===== src/rtl/cubic_hermite_segment_eval_assert.svh =====
// Assertion macros shared by the cubic Hermite evaluator RTL.
`ifndef CUBIC_HERMITE_SEGMENT_EVAL_ASSERT_SVH
`define CUBIC_HERMITE_SEGMENT_EVAL_ASSERT_SVH

// Same-cycle implication, disabled while reset is asserted.
`define CHE_ASSERT_IMPLY(lbl, clk, rst_n, ante, cons) \
    lbl: assert property (@(posedge clk) disable iff (!rst_n) (ante) |-> (cons)) \
        else $error("assertion failed");

// Next-cycle implication, disabled while reset is asserted.
`define CHE_ASSERT_NEXT(lbl, clk, rst_n, ante, cons) \
    lbl: assert property (@(posedge clk) disable iff (!rst_n) (ante) |=> (cons)) \
        else $error("assertion failed");

`endif


===== src/rtl/che_pkg.sv =====
// Shared constants, types and register codes of the cubic Hermite evaluator.
package che_pkg;

    localparam int DATA_WIDTH = 32;
    localparam int FRAC_BITS  = 16;
    localparam int SLOPE_W    = FRAC_BITS + 2;
    localparam int ACC_W      = 64;
    localparam int PART_W     = 32;
    localparam int H_W        = DATA_WIDTH;
    localparam int Q_W        = DATA_WIDTH + FRAC_BITS + 1;
    localparam int U_W        = Q_W + 1;
    localparam int U_HI_W     = U_W - PART_W;
    localparam int ACC_HI_W   = ACC_W - PART_W;
    localparam int P_W        = ACC_W + U_W;
    localparam int RND_W      = P_W + 1 - FRAC_BITS;
    localparam int CPROD_W    = SLOPE_W + H_W;
    localparam int CFG_IDX_W  = 3;

    typedef enum logic [CFG_IDX_W-1:0] {
        REG_SEG_START   = 3'd0,
        REG_SEG_END     = 3'd1,
        REG_START_VALUE = 3'd2,
        REG_END_VALUE   = 3'd3,
        REG_START_SLOPE = 3'd4,
        REG_END_SLOPE   = 3'd5
    } cfg_reg_t;

    typedef logic signed [ACC_W-1:0] acc_t;
    typedef logic signed [U_W-1:0]   u_t;

    localparam logic [DATA_WIDTH-1:0] SEG_END_RESET = DATA_WIDTH'(1) << FRAC_BITS;
    localparam logic [ACC_W-1:0]      LIMIT_MAG     = ACC_W'(1) << (ACC_W - 2);
    localparam acc_t VAL_MAX = ACC_W'({1'b0, {(DATA_WIDTH-1){1'b1}}});
    localparam acc_t VAL_MIN = -VAL_MAX - acc_t'(1);

    // Segment constants derived from the configuration registers.
    typedef struct packed {
        logic [DATA_WIDTH-1:0] s0;
        logic [H_W-1:0]        h;
        logic                  bad;
        acc_t                  a;
        acc_t                  b;
        acc_t                  c;
        acc_t                  x0;
    } coef_t;

    // Data that travels with an item through the multiply stages.
    typedef struct packed {
        logic sat;
        acc_t acc;
        u_t   u;
    } mac_data_t;

endpackage


===== src/rtl/che_coef.sv =====
// Configuration registers and the derived segment coefficients.
module che_coef (
    input  logic                            clk,
    input  logic                            rst_n,
    input  logic                            cfg_wr_en,
    input  logic [che_pkg::CFG_IDX_W-1:0]   cfg_index,
    input  logic [che_pkg::DATA_WIDTH-1:0]  cfg_data,
    output che_pkg::coef_t                  coef
);
    import che_pkg::*;

    logic [DATA_WIDTH-1:0] s0_reg;
    logic [DATA_WIDTH-1:0] s1_reg;
    logic [DATA_WIDTH-1:0] x0_reg;
    logic [DATA_WIDTH-1:0] x1_reg;
    logic [SLOPE_W-1:0]    cs_reg;
    logic [SLOPE_W-1:0]    es_reg;

    logic signed [H_W:0]   h_diff;
    logic [H_W-1:0]        h_reg;
    logic                  bad_reg;
    logic [SLOPE_W-1:0]    c_mag;
    logic [SLOPE_W-1:0]    e_mag;
    logic [CPROD_W-1:0]    cprod_reg;
    logic [CPROD_W-1:0]    eprod_reg;
    logic                  cneg_reg;
    logic                  eneg_reg;
    logic [CPROD_W:0]      c_sum;
    logic [CPROD_W:0]      e_sum;
    logic [CPROD_W-FRAC_BITS:0] c_rnd;
    logic [CPROD_W-FRAC_BITS:0] e_rnd;
    acc_t                  c_val_reg;
    acc_t                  e_val_reg;
    acc_t                  a_reg;
    acc_t                  b_reg;
    acc_t                  x0_ext;
    acc_t                  x1_ext;

    always_ff @(posedge clk or negedge rst_n)
    begin
        if (!rst_n)
        begin
            s0_reg <= '0;
            s1_reg <= SEG_END_RESET;
            x0_reg <= '0;
            x1_reg <= '0;
            cs_reg <= '0;
            es_reg <= '0;
        end
        else if (cfg_wr_en)
        begin
            case (cfg_reg_t'(cfg_index))
                REG_SEG_START:   s0_reg <= cfg_data;
                REG_SEG_END:     s1_reg <= cfg_data;
                REG_START_VALUE: x0_reg <= cfg_data;
                REG_END_VALUE:   x1_reg <= cfg_data;
                REG_START_SLOPE: cs_reg <= cfg_data[SLOPE_W-1:0];
                REG_END_SLOPE:   es_reg <= cfg_data[SLOPE_W-1:0];
                default:         ;
            endcase
        end
    end

    always_comb
    begin
        h_diff = $signed({s1_reg[DATA_WIDTH-1], s1_reg}) - $signed({s0_reg[DATA_WIDTH-1], s0_reg});
        c_mag  = cs_reg[SLOPE_W-1] ? (~cs_reg + SLOPE_W'(1)) : cs_reg;
        e_mag  = es_reg[SLOPE_W-1] ? (~es_reg + SLOPE_W'(1)) : es_reg;
        c_sum  = (CPROD_W+1)'(cprod_reg) + ((CPROD_W+1)'(1) << (FRAC_BITS - 1));
        e_sum  = (CPROD_W+1)'(eprod_reg) + ((CPROD_W+1)'(1) << (FRAC_BITS - 1));
        c_rnd  = c_sum[CPROD_W:FRAC_BITS];
        e_rnd  = e_sum[CPROD_W:FRAC_BITS];
        x0_ext = acc_t'($signed(x0_reg));
        x1_ext = acc_t'($signed(x1_reg));
    end

    // The derived constants are registered after a write: h and the bad
    // flag, then the slope products, then C and E, then A and B.
    always_ff @(posedge clk)
    begin
        h_reg     <= h_diff[H_W-1:0];
        bad_reg   <= (h_diff <= 0);
        cprod_reg <= c_mag * h_reg;
        eprod_reg <= e_mag * h_reg;
        cneg_reg  <= cs_reg[SLOPE_W-1];
        eneg_reg  <= es_reg[SLOPE_W-1];
        c_val_reg <= cneg_reg ? -acc_t'(c_rnd) : acc_t'(c_rnd);
        e_val_reg <= eneg_reg ? -acc_t'(e_rnd) : acc_t'(e_rnd);
        a_reg     <= e_val_reg - x1_ext * 2 + c_val_reg + x0_ext * 2;
        b_reg     <= x1_ext * 3 - e_val_reg - c_val_reg * 2 - x0_ext * 3;
    end

    assign coef.s0  = s0_reg;
    assign coef.h   = h_reg;
    assign coef.bad = bad_reg;
    assign coef.a   = a_reg;
    assign coef.b   = b_reg;
    assign coef.c   = c_val_reg;
    assign coef.x0  = x0_ext;

endmodule


===== config.mk =====
export PLATFORM = sky130hd
export DESIGN_NAME = che_coef
export DESIGN_NICKNAME = d
export VERILOG_FILES = /design/src/rtl/cubic_hermite_segment_eval_assert.svh /design/src/rtl/che_pkg.sv /design/src/rtl/che_coef.sv
export SDC_FILE = /design/constraint.sdc
export NUM_CORES = 2
export LEC_CHECK = 0
export ABC_AREA = 1
export BUFFER_PORTS_ARGS = -buffer_cell sky130_fd_sc_hd__buf_2
export CORE_ASPECT_RATIO = 0.7
export CORE_MARGIN = 2
export CORE_UTILIZATION = 53
export DETAILED_ROUTE_END_ITERATION = 6
export PLACE_DENSITY = 0.7
export SLEW_MARGIN = 0
export SYNTH_ARGS = -nofsm -noshare
export SYNTH_HDL_FRONTEND = slang
export SYNTH_SLANG_ARGS = --single-unit
export TNS_END_PERCENT = 1

===== constraint.sdc =====
create_clock -name clk -period 11 [get_ports clk]
set_input_delay 1.65 -clock clk [delete_from_list [all_inputs] [get_ports clk]]
set_output_delay 1.65 -clock clk [all_outputs]
set_load 0.01 [all_outputs]

-- After elaboration in Yosys (flattened, before gate mapping)
Cells that the tools add are included.
- add/subtract/negate cells: 13
- multiply operators: 4
- order comparisons: 1
- eq/ne operators: 5
- multiplexer cells: 4
- bitwise gates (word level): 2
- reductions and logical operators: 7
- operator list (operator ; count):
    35-bit negator with 64-bit output ; 2
    50-bit by 16-bit adder with 51-bit output (second input constant) ; 2
    18-bit by 32-bit multiplier with 50-bit output ; 2
    32-bit by 3-bit multiplier with 35-bit output (second input constant) ; 2
    35-bit 2-to-1 mux ; 2
    64-bit by 33-bit adder with 64-bit output ; 1
    64-bit adder ; 1
    35-bit by 64-bit subtractor with 64-bit output ; 1
    64-bit by 33-bit subtractor with 64-bit output ; 1
    64-bit by 35-bit subtractor with 64-bit output ; 1
    64-bit subtractor ; 1
    18-bit by 1-bit adder with 18-bit output (second input constant) ; 2
    18-bit 2-to-1 mux ; 2
    18-bit inverter ; 2
    33-bit by 1-bit less-or-equal comparator with 1-bit output (second input constant) ; 1
    32-bit by 32-bit subtractor with 33-bit output ; 1
    2-bit AND reduction ; 6
    3-bit by 2-bit == test with 1-bit output (second input constant) ; 2
    3-bit == test (second input constant) ; 2
    3-bit by 1-bit == test with 1-bit output (second input constant) ; 1
    3-bit logical NOT ; 1
- flip-flop bits (word level): 555
- bits of input ports: 38
- output and inout port bits: 321
- logic and storage cells: 54

-- Logic depth before layout (Yosys ltp)
- word-level depth: 4
- gate-level depth with buffers: 39
- gate-level depth less buffers: 36

-- Worst setup path before layout
Ideal clock, no wire load.
- kind: reg-to-reg
- start: reg es_reg[0]
- end: reg eprod_reg[34]
- library setup time: 123 ps
- data arrival time: 6661 ps
- required time: 10877 ps
- slack: 4216 ps
- stages on the path, launching flop included: 33
- path buffers: 3
- period minus slack after synthesis: 6784 ps
- cell sequence: dfrtp_1 -> clkbuf_1 -> clkbuf_1 -> inv_1 -> ha_1 -> inv_1 -> nor2_1 -> inv_1 -> nor2_1 -> or3_1 -> nand2_1 -> clkbuf_1 -> nand2_1 -> fa_1 -> inv_1 -> fa_1 -> inv_1 -> fa_1 -> inv_1 -> fa_1 -> fa_1 -> inv_1 -> fa_1 -> inv_1 -> ha_1 -> a21oi_1 -> a21boi_0 -> o21ai_0 -> nand2_1 -> nand2_1 -> a21oi_1 -> o21bai_1 -> xor2_1
- cells in the longest elaborated chain, start to end: 4
- RTL lines (item ; line ; RTL):
    start: declaration ; che_coef.sv:17 ; logic [SLOPE_W-1:0] es_reg;
    start signal: assignment ; che_coef.sv:58 ; REG_END_SLOPE: es_reg <= cfg_data[SLOPE_W-1:0];
    18-bit inverter ; che_coef.sv:68 ; e_mag = es_reg[SLOPE_W-1] ? (~es_reg + SLOPE_W'(1)) : es_reg;
    18-bit by 1-bit adder with 18-bit output ; che_coef.sv:68 ;
    18-bit 2-to-1 mux * ; che_coef.sv:68 ;
    18-bit by 32-bit multiplier with 50-bit output * ; che_coef.sv:84 ; eprod_reg <= e_mag * h_reg;
    end signal: assignment ; che_coef.sv:84 ;
    end: declaration ; che_coef.sv:25 ; logic [CPROD_W-1:0] eprod_reg;
Mark *: on every way between the ends. The rest lies on a longest branch, timed or not.
A chain may end at the register's enable or synchronous reset.

-- Worst setup path in the final report
- start: reg cs_reg[0]
- end: reg cprod_reg[36]
- cells in the longest elaborated chain, start to end: 4
- RTL lines (item ; line ; RTL):
    start: declaration ; che_coef.sv:16 ; logic [SLOPE_W-1:0] cs_reg;
    start signal: assignment ; che_coef.sv:57 ; REG_START_SLOPE: cs_reg <= cfg_data[SLOPE_W-1:0];
    18-bit inverter ; che_coef.sv:67 ; c_mag = cs_reg[SLOPE_W-1] ? (~cs_reg + SLOPE_W'(1)) : cs_reg;
    18-bit by 1-bit adder with 18-bit output ; che_coef.sv:67 ;
    18-bit 2-to-1 mux * ; che_coef.sv:67 ;
    18-bit by 32-bit multiplier with 50-bit output * ; che_coef.sv:83 ; cprod_reg <= c_mag * h_reg;
    end signal: assignment ; che_coef.sv:83 ;
    end: declaration ; che_coef.sv:24 ; logic [CPROD_W-1:0] cprod_reg;
Marks and branches as above.

==> impl_results.rst <==
.. list-table::
   :header-rows: 1

   * - Metric
     - Value
   * - Pin count of the biggest net entering global routing
     - 65
   * - Average vias per placed instance
     - 5.538
   * - Cell with the most instances after synthesis
     - sky130_fd_sc_hd__inv_1
   * - Cell at the root of the clock tree
     - sky130_fd_sc_hd__clkbuf_16
   * - Launching element type of the critical path
     - register
   * - Worst min path class
     - register to register
   * - Remaining global-route overflow
     - 0
   * - Effective utilization at floorplan
     - 0.5336
   * - Final weighted congestion in routability-driven placement
     - 1.150
   * - Htree depth
     - 2
   * - Final critical delay including setup and external delays
     - about 8.8 ns
   * - Routed wire per std cell
     - approximately 24 µm
   * - Core Footprint
     - approximately 150,000 µm²
   * - Cell at the slowest stage of the critical path
     - sky130_fd_sc_hd__nand2_1
   * - Portion of synthesized cell area occupied by the leading cell type
     - 0.3268
   * - Seq cells post-synth
     - 525
   * - Port Buf Inserts
     - 358
   * - Cts repair resizes
     - 0
   * - Maximum buffer depth of the clock tree
     - 3
   * - Element type at the critical path end
     - register
   * - Net count after synthesis
     - 12,120
   * - Post-layout nets
     - about 12,000
   * - Max cap viols
     - 0
   * - Hold buffer count at CTS
     - 0
   * - Start of the worst register-to-register path
     - cs_reg[0]
   * - Number of global-route vias before repair
     - 68,190
   * - Worst Setup EP
     - cprod_reg[36]
   * - RSZ-0062 raised after global routing
     - false
   * - First-pass GRT wire length
     - about 440,000 µm
   * - Part of the Yosys area used for sequential elements
     - 0.1463
   * - CTS tree
     - done
   * - Die Outline Area
     - 149,300 µm²
   * - Number of placement rows
     - 117
   * - Max_slew headroom
     - 0.05964
   * - Vertical extent of the die
     - ~320 µm
   * - Setup TNS Final
     - 0 ns
   * - Largest area contributor in the synthesized netlist
     - sky130_fd_sc_hd__fa_1
   * - Number of synthesized flops with an enable pin
     - 0
   * - Worst-path fanout max
     - 33
   * - Max Freq
     - 113.4 MHz
   * - Syn-to-layout area delta
     - 7.309%
   * - Insertion delay of the later-clocked pin in the worst-skew pair
     - 0.67 ns
   * - Critical path data required time
     - 11.49 ns
   * - Total routed wirelength
     - around 300,000 µm
   * - Worst hold slack
     - 0.4892 ns
   * - TritonCTS Buffers
     - 53
   * - Post-synth cell types
     - 58
   * - Number of filler instances in the final layout
     - 13,840
   * - Async set-or-reset flop fraction in the synthesized netlist
     - 0.3124
   * - R2R setup slack
     - 2.18 ns
   * - Tcrit/Tclk final
     - 0.8016
   * - Clock net sink count
     - 525
   * - Synthesized area per cell
     - 7.556 µm²
   * - Final Hold Violating Endpoints
     - 0
   * - Critical Path Most Common Cell
     - sky130_fd_sc_hd__fa_1
   * - Total number of vias
     - 69,180
   * - Commonest cells post-synth
     - 2,586 x sky130_fd_sc_hd__inv_1, 2,421 x sky130_fd_sc_hd__nand2_1, 1,265 x sky130_fd_sc_hd__fa_1
   * - Half-perimeter wire length after placement
     - 248,300 µm
   * - Endpoint of the lowest-slack register-to-register path
     - cprod_reg[36]
   * - Largest cells by area after synthesis
     - sky130_fd_sc_hd__fa_1 33%, sky130_fd_sc_hd__inv_1 13%, sky130_fd_sc_hd__nand2_1 12%, sky130_fd_sc_hd__dfxtp_1 9.3%, sky130_fd_sc_hd__ha_1 9.1%
   * - Warnings from Yosys
     - 0
   * - Most used flip-flop cell after synthesis
     - sky130_fd_sc_hd__dfxtp_1
   * - Total stage count of the critical path
     - 26
   * - Slew of the pin with the lowest slew margin
     - 1.411 ns
   * - Crit-path max cell delay
     - between 0.7 and 0.8 ns
   * - Critical path data arrival time
     - 9.31 ns
   * - DRC viols
     - 0
   * - Slew Viols, Final
     - 0
   * - Summed instance area of the synthesized netlist
     - 77,480 µm²
   * - WS Path Type
     - register to register
   * - Antenna violations before repair
     - 14
   * - Delay-heaviest family, CP
     - adder cells
   * - Worst setup path startpoint
     - cs_reg[0]
   * - Die width
     - 461 µm
   * - Synthesized instance count
     - a little over 10,000
   * - Drt initial violations
     - 7,757
   * - # Post-CTS Setup Buffers
     - 0
   * - Number of nets still failing antenna checks after routing
     - 0
   * - Worst reg2reg path depth
     - 26
   * - Run status
     - finished, final reports clean
   * - Total buffers and inverters traversed by the critical path
     - 5
   * - Ports placed on the boundary
     - 359
   * - Clock edge transition at the registers on the reported setup and hold paths
     - about 0.080 ns
   * - Clk_skew
     - roughly 0.065 ns
   * - Fraction of final layout cells with drive strength greater than 1
     - 0.06157
   * - Final setup viols
     - 0
   * - GRT Util Overall
     - 0.4032
   * - TritonRoute pass-1 iters
     - 6
-- area by class of cell --
| cell class | instances | area [µm²] | area share |
|---|---|---|---|
| Sequential cell | 525 | 11330 | 0.1363 |
| Multi-Input combinational cell | 6851 | 55200 | 0.6639 |
| Inverter | 2603 | 9771 | 0.1175 |
| Clock inverter | 33 | 421.7 | 0.005071 |
| Antenna cell | 5 | 12.51 | 0.0001505 |
| Clock buffer | 66 | 1475 | 0.01774 |
| Tap cell | 1963 | 2456 | 0.02954 |
| Timing Repair Buffer | 446 | 2479 | 0.02981 |
-- per-stage QoR --
stage / instances / worst slack [ns] / cell area, µm² / utilization
finish: 12490 / 2.183 / 83150 / 0.5726
floorplan: 10260 / 4.216 / 77480 / -
global route: 12490 / 1.732 / 83140 / 0.5725
global placement: 12390 / 2.481 / 81210 / 0.5592
CTS: 12490 / 2.329 / 83110 / 0.5723
detailed placement: 12390 / 2.367 / 81210 / 0.5592
-- worst register-to-register path, delay by kind of cell (launching register included) --
kind,cells,cell delay [ns]
compound gates,6,1.46
xor+xnor,1,0.19
fa+ha+maj,7,3.38
buf+inv,5,1.00
flops,1,0.41
simple gates,7,2.26
-- layout by cell type (no fill, tap or decap), types with 53 or more instances in the layout --
master / n
sky130_fd_sc_hd__nor3_1: 64
sky130_fd_sc_hd__ha_1: 563
sky130_fd_sc_hd__dfxtp_1: 361
sky130_fd_sc_hd__o21ai_0: 356
sky130_fd_sc_hd__fa_1: 1265
sky130_fd_sc_hd__buf_4: 87
sky130_fd_sc_hd__nor2_1: 966
sky130_fd_sc_hd__xor2_1: 175
sky130_fd_sc_hd__nand2_1: 2418
sky130_fd_sc_hd__nand3_1: 266
sky130_fd_sc_hd__a21oi_1: 294
sky130_fd_sc_hd__xnor2_1: 76
sky130_fd_sc_hd__dfrtp_1: 161
sky130_fd_sc_hd__clkbuf_16: 53
sky130_fd_sc_hd__inv_1: 2585
sky130_fd_sc_hd__buf_2: 357
-- layer usage --
metal	vias up	GRT usage	wire length [µm]
li1	30620	-	-
met3	541	0.1738	47430
met5	-	0.009295	213
met4	6	0.1319	11450
met1	33840	0.5876	127900
met2	4180	0.5283	112100
-- worst min path at each step --
stage | slack, ns | cells after the start | end | from
after detailed placement | 0.48 | 2 | cs_reg[15] | cs_reg[15]
after global placement | 0.47 | 2 | s1_reg[0] | s1_reg[0]
after CTS | 0.50 | 2 | s1_reg[0] | s1_reg[0]
after global routing | 0.52 | 2 | s1_reg[8] | s1_reg[8]
final | 0.49 | 2 | s1_reg[0] | s1_reg[0]
after floorplan | 0.40 | 0 | eneg_reg | es_reg[17]
-- logic make-up after synthesis --
family                   Yosys count  share of synthesized area
XOR/XNOR                         253                    0.02860
adder cells (fa/ha/maj)         1829                     0.4179
flip-flops                       525                     0.1463
AO/OA/AOI/OAI                    872                    0.06374
buffers and inverters           2879                     0.1419
AND/OR/NAND/NOR                 3897                     0.2016
Power is not shown: default switching activity piles up to over one toggle a cycle in this logic, so the estimate is an artifact.
